`src/fbpa_pkg.sv`:
```
// Package for the fixed block pool allocator: command and status codes,
// register indexes, field widths, reset values and layout constants.
// No dependencies.
package fbpa_pkg;

   // Default pool depth; the top level takes it as a parameter.
   localparam int MAX_BLOCKS_DEFAULT = 256;

   // Each block holds a 16-byte header, then the object, then an 8-byte trailer.
   localparam int HDR_BYTES      = 16;
   localparam int OVERHEAD_BYTES = 24;

   // Field widths.
   localparam int CMD_W         = 2;
   localparam int OFFSET_W      = 21;
   localparam int HIDX_W        = 16;
   localparam int STATUS_W      = 2;
   localparam int BIDX_W        = 8;
   localparam int INUSE_W       = 9;
   localparam int OBJECT_SIZE_W = 13;
   localparam int BCOUNT_W      = 9;
   localparam int STRIDE_W      = 14;
   localparam int PROD_W        = HIDX_W + STRIDE_W;

   // Configuration port.
   localparam int CSR_ADDR_W = 3;
   localparam int CSR_DATA_W = 32;

   // Register reset values.
   localparam logic [OBJECT_SIZE_W-1:0] OBJECT_SIZE_RESET = 13'd64;
   localparam logic [BCOUNT_W-1:0]      BCOUNT_RESET      = 9'd256;

   typedef enum logic [CMD_W-1:0] {
      CMD_ALLOC = 2'd0,
      CMD_FREE  = 2'd1,
      CMD_INIT  = 2'd2
   } cmd_type;

   typedef enum logic [STATUS_W-1:0] {
      ST_OK        = 2'd0,
      ST_EXHAUSTED = 2'd1,
      ST_POOL_FULL = 2'd2,
      ST_BAD_ADDR  = 2'd3
   } status_type;

   typedef enum logic [0:0] {
      REG_OBJECT_SIZE = 1'b0,
      REG_BLOCK_COUNT = 1'b1
   } reg_index_type;

endpackage

```
`src/fixed_block_pool_allocator_unit.sv`:
```
// Top level of the fixed block pool allocator: request register, ring control,
// offset arithmetic, result register and APB-style register port.
// Depends on fbpa_pkg and fbpa_ram.

// The allocator manages a pool of equal blocks through a FIFO ring of free
// block indices, which after reset, a reinitialize request or a write of
// block_count holds 0 to count-1 in order, where count is the smaller of
// block_count and MAX_BLOCKS. An allocate request takes the oldest free index
// and returns it with the object byte offset index*stride+16, where stride is
// object_size with its low three bits cleared plus 24. A free request presents
// the object offset and the index found in the block's header; both must agree
// and the index must lie in the pool, else the status is bad address. Every
// result carries the number of blocks in use after the request. A request
// transfer is held in the request register, where the ring lookup, the offset
// arithmetic and the checks are done, and its result is loaded into the result
// register once that is empty or its result is taken. The block accepts one
// request transfer per clock cycle while results are taken; a result that
// waits holds the request register, and req_ready drops once both registers
// are full. The single ring memory port pair is read ahead at the next read
// pointer so that an allocate finds its index ready; a free written in the
// same cycle is forwarded around the memory. Reinitializing needs no clearing
// pass: a high-water mark tells which ring entries were written since the last
// refill, and an entry at or above it reads as its own position.
module fixed_block_pool_allocator_unit
   import fbpa_pkg::*;
#(
   parameter int MAX_BLOCKS = MAX_BLOCKS_DEFAULT
) (
   input  logic                  clock,
   input  logic                  reset,
   // Request channel.
   input  logic                  req_valid,
   output logic                  req_ready,
   input  logic [CMD_W-1:0]      req_cmd,
   input  logic [OFFSET_W-1:0]   req_obj_offset,
   input  logic [HIDX_W-1:0]     req_header_index,
   // Result channel.
   output logic                  rsp_valid,
   input  logic                  rsp_ready,
   output logic [STATUS_W-1:0]   rsp_status,
   output logic [BIDX_W-1:0]     rsp_block_index,
   output logic [OFFSET_W-1:0]   rsp_alloc_offset,
   output logic [INUSE_W-1:0]    rsp_in_use_count,
   // Configuration port.
   input  logic                  csr_psel,
   input  logic                  csr_penable,
   input  logic                  csr_pwrite,
   input  logic [CSR_ADDR_W-1:0] csr_paddr,
   input  logic [CSR_DATA_W-1:0] csr_pwdata,
   output logic [CSR_DATA_W-1:0] csr_prdata,
   output logic                  csr_pready
);

   // Ring index width and the width of counts that may reach MAX_BLOCKS.
   localparam int IDX_W = $clog2(MAX_BLOCKS);
   localparam int CNT_W = $clog2(MAX_BLOCKS + 1);
   localparam int CMP_W = (CNT_W > BCOUNT_W) ? CNT_W : BCOUNT_W;
   localparam int HCMP_W = (CNT_W > HIDX_W) ? CNT_W : HIDX_W;

   // Effective pool size for a given block_count value.
   function automatic logic [CNT_W-1:0] eff_count(input logic [BCOUNT_W-1:0] bc);
      logic [CNT_W-1:0] res;
      if (CMP_W'(bc) < CMP_W'(MAX_BLOCKS)) begin
         res = CNT_W'(bc);
      end else begin
         res = CNT_W'(MAX_BLOCKS);
      end
      return res;
   endfunction

   // Ring pointer advance with wrap at the pool size.
   function automatic logic [IDX_W-1:0] next_ptr(input logic [IDX_W-1:0] p,
                                                  input logic [CNT_W-1:0] n);
      logic [CNT_W-1:0] p1;
      logic [IDX_W-1:0] res;
      p1 = CNT_W'(p) + CNT_W'(1);
      if (p1 >= n) begin
         res = '0;
      end else begin
         res = p1[IDX_W-1:0];
      end
      return res;
   endfunction

   // Configuration registers.
   logic [OBJECT_SIZE_W-1:0] object_size_ff, object_size_in;
   logic [BCOUNT_W-1:0]      bcount_ff, bcount_in;

   // Ring control state.
   logic [IDX_W-1:0] rp_ff, rp_in;
   logic [IDX_W-1:0] wp_ff, wp_in;
   logic [CNT_W-1:0] fc_ff, fc_in;
   logic [CNT_W-1:0] mark_ff, mark_in;
   logic             byp_ff, byp_in;
   logic [IDX_W-1:0] byp_data_ff;

   // Request register.
   logic                s1_valid_ff, s1_valid_in;
   logic [CMD_W-1:0]    s1_cmd_ff;
   logic [OFFSET_W-1:0] s1_off_ff;
   logic [HIDX_W-1:0]   s1_hidx_ff;

   // Result register.
   logic                rsp_valid_ff, rsp_valid_in;
   logic [STATUS_W-1:0] rsp_status_ff;
   logic [BIDX_W-1:0]   rsp_bidx_ff;
   logic [OFFSET_W-1:0] rsp_aoff_ff;
   logic [INUSE_W-1:0]  rsp_inuse_ff;

   // Working signals.
   logic                req_take;
   logic                proc;
   logic                cfg_wr;
   logic [CNT_W-1:0]    n_cnt;
   logic [IDX_W-1:0]    ram_rdata;
   logic [IDX_W-1:0]    ring_word;
   logic                wr_en;
   logic [IDX_W-1:0]    wr_data;
   logic [STRIDE_W-1:0] stride;
   logic [HIDX_W-1:0]   mul_op;
   logic [PROD_W-1:0]   prod;
   logic [PROD_W:0]     offset_sum;
   logic                off_match;
   logic                hidx_ok;
   status_type          res_status;
   logic [BIDX_W-1:0]   res_bidx;
   logic [OFFSET_W-1:0] res_aoff;
   logic [INUSE_W-1:0]  res_inuse;

   assign n_cnt     = eff_count(bcount_ff);
   assign proc      = s1_valid_ff && (!rsp_valid_ff || rsp_ready);
   assign req_ready = !s1_valid_ff || proc;
   assign req_take  = req_valid && req_ready;
   assign csr_pready = 1'b1;
   assign cfg_wr    = csr_psel && csr_penable && csr_pwrite && csr_pready;

   // The ring is read at the next read pointer, so the data is ready in the
   // following cycle for the request that then sits in the request register.
   fbpa_ram #(
      .WIDTH (IDX_W),
      .DEPTH (MAX_BLOCKS)
   ) u_ring (
      .clock   (clock),
      .wr_en   (wr_en),
      .wr_addr (wp_ff),
      .wr_data (wr_data),
      .rd_addr (rp_in),
      .rd_data (ram_rdata)
   );

   // Entries at or above the mark have not been written since the last refill
   // and still hold their own position.
   always_comb begin
      if (CNT_W'(rp_ff) < mark_ff) begin
         ring_word = byp_ff ? byp_data_ff : ram_rdata;
      end else begin
         ring_word = rp_ff;
      end
   end

   // One shared multiplier: the allocated index for an allocate, the header
   // index for a free check.
   assign stride  = {1'b0, object_size_ff[OBJECT_SIZE_W-1:3], 3'b000} +
                    STRIDE_W'(OVERHEAD_BYTES);
   assign mul_op  = (s1_cmd_ff == CMD_FREE) ? s1_hidx_ff : HIDX_W'(ring_word);
   assign prod    = PROD_W'(mul_op) * PROD_W'(stride);
   assign offset_sum = {1'b0, prod} + (PROD_W + 1)'(HDR_BYTES);
   assign off_match  = (offset_sum == (PROD_W + 1)'(s1_off_ff));
   assign hidx_ok    = HCMP_W'(s1_hidx_ff) < HCMP_W'(n_cnt);
   assign wr_data    = s1_hidx_ff[IDX_W-1:0];

   always_comb begin
      rp_in          = rp_ff;
      wp_in          = wp_ff;
      fc_in          = fc_ff;
      mark_in        = mark_ff;
      object_size_in = object_size_ff;
      bcount_in      = bcount_ff;
      wr_en          = 1'b0;
      res_status     = ST_OK;
      res_bidx       = '0;
      res_aoff       = '0;

      if (proc) begin
         case (cmd_type'(s1_cmd_ff))
            CMD_ALLOC: begin
               if (fc_ff == '0) begin
                  res_status = ST_EXHAUSTED;
               end else begin
                  res_bidx = BIDX_W'(HIDX_W'(ring_word));
                  res_aoff = offset_sum[OFFSET_W-1:0];
                  rp_in    = next_ptr(rp_ff, n_cnt);
                  fc_in    = fc_ff - CNT_W'(1);
                  // Both pointers go home whenever the ring runs empty.
                  if (fc_ff == CNT_W'(1)) begin
                     rp_in = '0;
                     wp_in = '0;
                  end
               end
            end
            CMD_FREE: begin
               if (!(hidx_ok && off_match)) begin
                  res_status = ST_BAD_ADDR;
               end else if (fc_ff >= n_cnt) begin
                  res_status = ST_POOL_FULL;
                  res_bidx   = s1_hidx_ff[BIDX_W-1:0];
               end else begin
                  res_bidx = s1_hidx_ff[BIDX_W-1:0];
                  wr_en    = 1'b1;
                  wp_in    = next_ptr(wp_ff, n_cnt);
                  fc_in    = fc_ff + CNT_W'(1);
                  if ((CNT_W'(wp_ff) + CNT_W'(1)) > mark_ff) begin
                     mark_in = CNT_W'(wp_ff) + CNT_W'(1);
                  end
               end
            end
            CMD_INIT: begin
               rp_in   = '0;
               wp_in   = '0;
               fc_in   = n_cnt;
               mark_in = '0;
            end
            default: begin
            end
         endcase
      end

      // The user must write the registers only while the block is idle; the block itself does not enforce this.
      if (cfg_wr) begin
         case (reg_index_type'(csr_paddr[2]))
            REG_OBJECT_SIZE: begin
               object_size_in = csr_pwdata[OBJECT_SIZE_W-1:0];
            end
            REG_BLOCK_COUNT: begin
               bcount_in = csr_pwdata[BCOUNT_W-1:0];
               rp_in     = '0;
               wp_in     = '0;
               fc_in     = eff_count(csr_pwdata[BCOUNT_W-1:0]);
               mark_in   = '0;
            end
            default: begin
            end
         endcase
      end
   end

   assign res_inuse    = INUSE_W'(n_cnt - fc_in);
   assign byp_in       = wr_en && (wp_ff == rp_in);
   assign s1_valid_in  = req_take || (s1_valid_ff && !proc);
   assign rsp_valid_in = proc || (rsp_valid_ff && !rsp_ready);

   always_ff @(posedge clock) begin
      if (reset) begin
         object_size_ff <= OBJECT_SIZE_RESET;
         bcount_ff      <= BCOUNT_RESET;
         rp_ff          <= '0;
         wp_ff          <= '0;
         fc_ff          <= eff_count(BCOUNT_RESET);
         mark_ff        <= '0;
         byp_ff         <= 1'b0;
         s1_valid_ff    <= 1'b0;
         rsp_valid_ff   <= 1'b0;
      end else begin
         object_size_ff <= object_size_in;
         bcount_ff      <= bcount_in;
         rp_ff          <= rp_in;
         wp_ff          <= wp_in;
         fc_ff          <= fc_in;
         mark_ff        <= mark_in;
         byp_ff         <= byp_in;
         s1_valid_ff    <= s1_valid_in;
         rsp_valid_ff   <= rsp_valid_in;
      end
   end

   always_ff @(posedge clock) begin
      byp_data_ff <= wr_data;
      if (req_take) begin
         s1_cmd_ff  <= req_cmd;
         s1_off_ff  <= req_obj_offset;
         s1_hidx_ff <= req_header_index;
      end
      if (proc) begin
         rsp_status_ff <= res_status;
         rsp_bidx_ff   <= res_bidx;
         rsp_aoff_ff   <= res_aoff;
         rsp_inuse_ff  <= res_inuse;
      end
   end

   assign rsp_valid        = rsp_valid_ff;
   assign rsp_status       = rsp_status_ff;
   assign rsp_block_index  = rsp_bidx_ff;
   assign rsp_alloc_offset = rsp_aoff_ff;
   assign rsp_in_use_count = rsp_inuse_ff;

   always_comb begin
      case (reg_index_type'(csr_paddr[2]))
         REG_OBJECT_SIZE: csr_prdata = CSR_DATA_W'(object_size_ff);
         REG_BLOCK_COUNT: csr_prdata = CSR_DATA_W'(bcount_ff);
         default:         csr_prdata = '0;
      endcase
   end

   // The free count never exceeds the pool size.
   a_fc_bound: assert property (@(posedge clock) disable iff (reset)
      fc_ff <= n_cnt)
      else $error("free count above pool size");

   // The written region never reaches past the pool.
   a_mark_bound: assert property (@(posedge clock) disable iff (reset)
      mark_ff <= n_cnt)
      else $error("ring high-water mark above pool size");

   // An empty ring always has both pointers at zero.
   a_empty_ptrs: assert property (@(posedge clock) disable iff (reset)
      (fc_ff == '0) |-> (rp_ff == '0 && wp_ff == '0))
      else $error("pointers not home on empty ring");

   // While blocks are free, the read pointer lies inside the pool.
   a_rp_range: assert property (@(posedge clock) disable iff (reset)
      (fc_ff != '0) |-> (CNT_W'(rp_ff) < n_cnt))
      else $error("read pointer outside pool");

   // A successful allocate takes exactly one block off the free count.
   a_alloc_dec: assert property (@(posedge clock) disable iff (reset)
      (proc && s1_cmd_ff == CMD_ALLOC && res_status == ST_OK)
         |=> (fc_ff == $past(fc_ff) - CNT_W'(1)))
      else $error("allocate did not decrement free count");

endmodule

```
`src/fbpa_ram.sv`:
```
// Generic single-write, single-read RAM with a registered read port.
// No dependencies.
module fbpa_ram #(
   parameter int WIDTH = 8,
   parameter int DEPTH = 256
) (
   input  logic                     clock,
   input  logic                     wr_en,
   input  logic [$clog2(DEPTH)-1:0] wr_addr,
   input  logic [WIDTH-1:0]         wr_data,
   input  logic [$clog2(DEPTH)-1:0] rd_addr,
   output logic [WIDTH-1:0]         rd_data
);

   logic [WIDTH-1:0] mem_ff [DEPTH];
   logic [WIDTH-1:0] rd_data_ff;

   always_ff @(posedge clock) begin
      if (wr_en) begin
         mem_ff[wr_addr] <= wr_data;
      end
      rd_data_ff <= mem_ff[rd_addr];
   end

   assign rd_data = rd_data_ff;

endmodule
```
`config.mk`:
```
export PLATFORM = sky130hd
export DESIGN_NAME = fixed_block_pool_allocator_unit
export DESIGN_NICKNAME = d
export VERILOG_FILES = /design/src/fbpa_pkg.sv /design/src/fixed_block_pool_allocator_unit.sv /design/src/fbpa_ram.sv
export SDC_FILE = /design/constraint.sdc
export NUM_CORES = 2
export LEC_CHECK = 0
export ABC_AREA = 1
export BUFFER_PORTS_ARGS = -buffer_cell sky130_fd_sc_hd__buf_2
export CAP_MARGIN = 40
export CORE_UTILIZATION = 58
export DETAILED_ROUTE_END_ITERATION = 8
export MAX_ROUTING_LAYER = met4
export PLACE_DENSITY_LB_ADDON = 0.08
export SKIP_LAST_GASP = 1
export SLEW_MARGIN = 20
export SYNTH_ARGS = -nofsm -noshare
export SYNTH_HDL_FRONTEND = slang
export SYNTH_SLANG_ARGS = --single-unit
```
`constraint.sdc`:
```
create_clock -name clock -period 12.47 [get_ports clock]
set_clock_uncertainty 0.15 [all_clocks]
set_input_delay 0 -clock clock [delete_from_list [all_inputs] [get_ports clock]]
set_output_delay 0 -clock clock [all_outputs]
set_load 0.01 [all_outputs]
```
==> flow_summary.toml <==
[synthesis]
synth.most_common_cell = "nand2_1"
yosysTopAreaCellShare_pct = 62.3
yosysSeqAreaShare_pct = 63.8
avgSynthCellArea_um2 = 10.4
synthCells = 9810
ys.flop_type = "edfxtp_1"
synthTopCellsByCount = "nand2_1 (2717), edfxtp_1 (2124), nand3_1 (1788)"
yosysWarnings = 0
synth.area.top_cells = "edfxtp_1 (62%), nand2_1 (10%), nand3_1 (8.7%)"
synthArstFlopShare_pct = 0
synth_area_um2 = 102000
synth_seq_cells = 2199
synth-edff-count = 2124
synth.distinct_cells = 54
synth_area_leader_cell = "edfxtp_1"

[setup_path]
crit_path_top_delay_cell = "o21ai_1"
end_kind = "flip-flop"
cp_max_fo = 17
arrival_ns = 11.23
crit_top_cell = "nand2_1"
start_kind = "flip-flop"
path_class = "reg -> reg"
crit_required_ns = 12.93
cpPeakStageDelay_ns = 0.62

[layout]
drive_gt1_share_pct = 6.36
stdcell_count = 12300
fin_util_pct = 64.9
syn2layout_area_growth_pct = 10.7
stdcell_area_um2 = 113000
finish.net_count = 10200

[floorplan]
rows = 153
dieWidth_um = 422
core_area_um2 = 175000
chipHeight_um = 422
io_pins = 156
start_util_pct = 58.6
fp.dieArea_um2 = 178000

[timing]
tns_ns = 0
slew_viol_final = 0
max_freq_mhz = 92.8
setup_viol = 0
rsz0062_at_grt = "false"
slew_headroom_pct = 27.6
period_needed_ns = 10.77
whs_ns = 0.0590
hold_viol_final = 0
fin_ws_ns = 1.70
layout_worst_path_cycle_share_pct = 86.4
worst_pin_slew_ns = 1.09

[clocking]
cts_made_buffers = 218
htree_levels = 4
cts_num_sinks = 2199
cts_tree = "yes"
cts_root_buffer = "clkbuf_16"
clkSlewWorstSetupHoldPaths_ns = 0.07
clockBufferDepth = 3
post_cts_buffers = 0
worstSkewPairLatency_ns = 0.87

[global_routing]
grt_use_total_pct = 33.3
gr-total-overflow = 0
first_global_vias = 68900
antenna_found_initial = 2
grt_max_degree = 182
grt_pass1_wl_mm = 432

[detailed_routing]
totalWireLength_mm = 290
vias = 72800
drc = 0
vias_per_cell = 5.90
routedWlPerCell_um = 23.5
drtAntennaViolNets = 0
drtIter0Drc = 9191
dr.pass1.iters = 7

[power]
total_power_mw = 15.4
max-vdd-ir-drop_mv = 0.144
p_leak_nw = 44.6
powerDensity_nw_per_um2 = 136

[place]
place_inst = 11800
dpl.hpwl_mm = 171
post-place-ws_ns = 1.62
postPlaceCellArea_um2 = 105000
place.gp.congestion = 0.932
portBuffers = 111

[worst_hold_path]
hold_path_class = "in -> reg"

[job]
maxCapViolCount = 0

[run_status]
outcome = "finished clean"
[repair_timing]
| item | in CTS | in global routing |
|---|---|---|
| hold buffers | 122 | 0 |
| endpoints found under the hold margin | 139 | 0 |
| resized for setup | 0 | 0 |
[state kept, by name, summed over array words and instances (netlist names), 2 cells and up]
name              count
wp_ff                 8
byp_data_ff           8
rp_ff                 8
s1_hidx_ff           16
rsp_in_use_count      9
s1_cmd_ff             2
rsp_alloc_offset     18
rsp_block_index       8
object_size_ff       13
mark_ff               9
fc_ff                 9
u_ring.mem_ff      2048
s1_off_ff            21
u_ring.rd_data        8
bcount_ff             9
rsp_status            2
[layer usage]
metal / wire, um / part of all wire, % / global-route usage [%] / vias to the layer above
li1: - / - / - / 33500
met1: 115000 / 40 / 44.3 / 35100
met2: 135000 / 47 / 51.1 / 3444
met3: 26100 / 9.0 / 5.19 / 661
met4: 13600 / 4.7 / 14.3 / 0
met5: 0 / 0 / - / -
[report_power, final]
part           switching, mW  total [mW]  internal [mW]
Clock                   2.83        6.30           3.48
Combinational          0.681       0.954          0.273
Sequential            0.0206        8.15           8.13
[placed cells by master, fill, tap and decap left out, types with 110 or more instances in the layout]
| cell type | instances |
|---|---|
| a21oi_1 | 169 |
| buf_2 | 115 |
| buf_4 | 110 |
| clkbuf_16 | 222 |
| dlygate4sd3_1 | 122 |
| edfxtp_1 | 2124 |
| fa_1 | 128 |
| ha_1 | 191 |
| inv_1 | 866 |
| nand2_1 | 2707 |
| nand3_1 | 1780 |
| nor2_1 | 503 |
| o211ai_1 | 301 |
| o21ai_0 | 132 |
[cell families (layout without fill, tap and decap cells)]
kind of cell	after synthesis	in the layout	share of synthesized area [%]
AND/OR/NAND/NOR	5114	5114	21.2
flip-flops	2199	2199	63.8
buffers and inverters	1492	1673	5.81
AO/OA/AOI/OAI	638	638	3.93
adder cells (fa/ha/maj)	319	319	4.84
XOR/XNOR	43	43	0.396
multiplexers	3	3	0.0293
other	2	27	0.00734
[cell type report]
| class | count | area [um2] |
|---|---|---|
| Clock buffer | 265 | 5740 |
| Timing Repair Buffer | 391 | 3620 |
| Multi-Input combinational cell | 6140 | 31400 |
| Antenna cell | 4 | 10.0 |
| Inverter | 883 | 3340 |
| Tap cell | 2325 | 2910 |
| Clock inverter | 134 | 1050 |
| Sequential cell | 2199 | 65300 |
| Fill cell | 13500 | 61300 |
[worst max-delay path: cells and delay by family (launching register included)]
family | cells | cell delay, ns
AOI/OAI and AO/OA | 9 | 1.83
xor gates and xnor gates | 1 | 0.18
adders and majority gates | 10 | 3.89
buffers and inverters | 7 | 0.85
DFF | 1 | 0.33
and+or+nand+nor | 24 | 3.25
[path summary, 6_finish.rpt]
path | slack (ns) | depth (start not counted) | end | start
worst max-delay path | 1.70 | 51 | rsp_in_use_count[8]$_DFFE_PP_ | mark_ff[6]$_SDFF_PP0_
worst min-delay path | 0.06 | 5 | object_size_ff[8]$_SDFFE_PP0P_ | csr_pwrite
worst max register to register | 1.70 | 51 | rsp_in_use_count[8]$_DFFE_PP_ | mark_ff[6]$_SDFF_PP0_
worst min register to register | 0.32 | 2 | mark_ff[5]$_SDFF_PP0_ | mark_ff[5]$_SDFF_PP0_
Note: power is estimated with default switching activity, not from simulation.
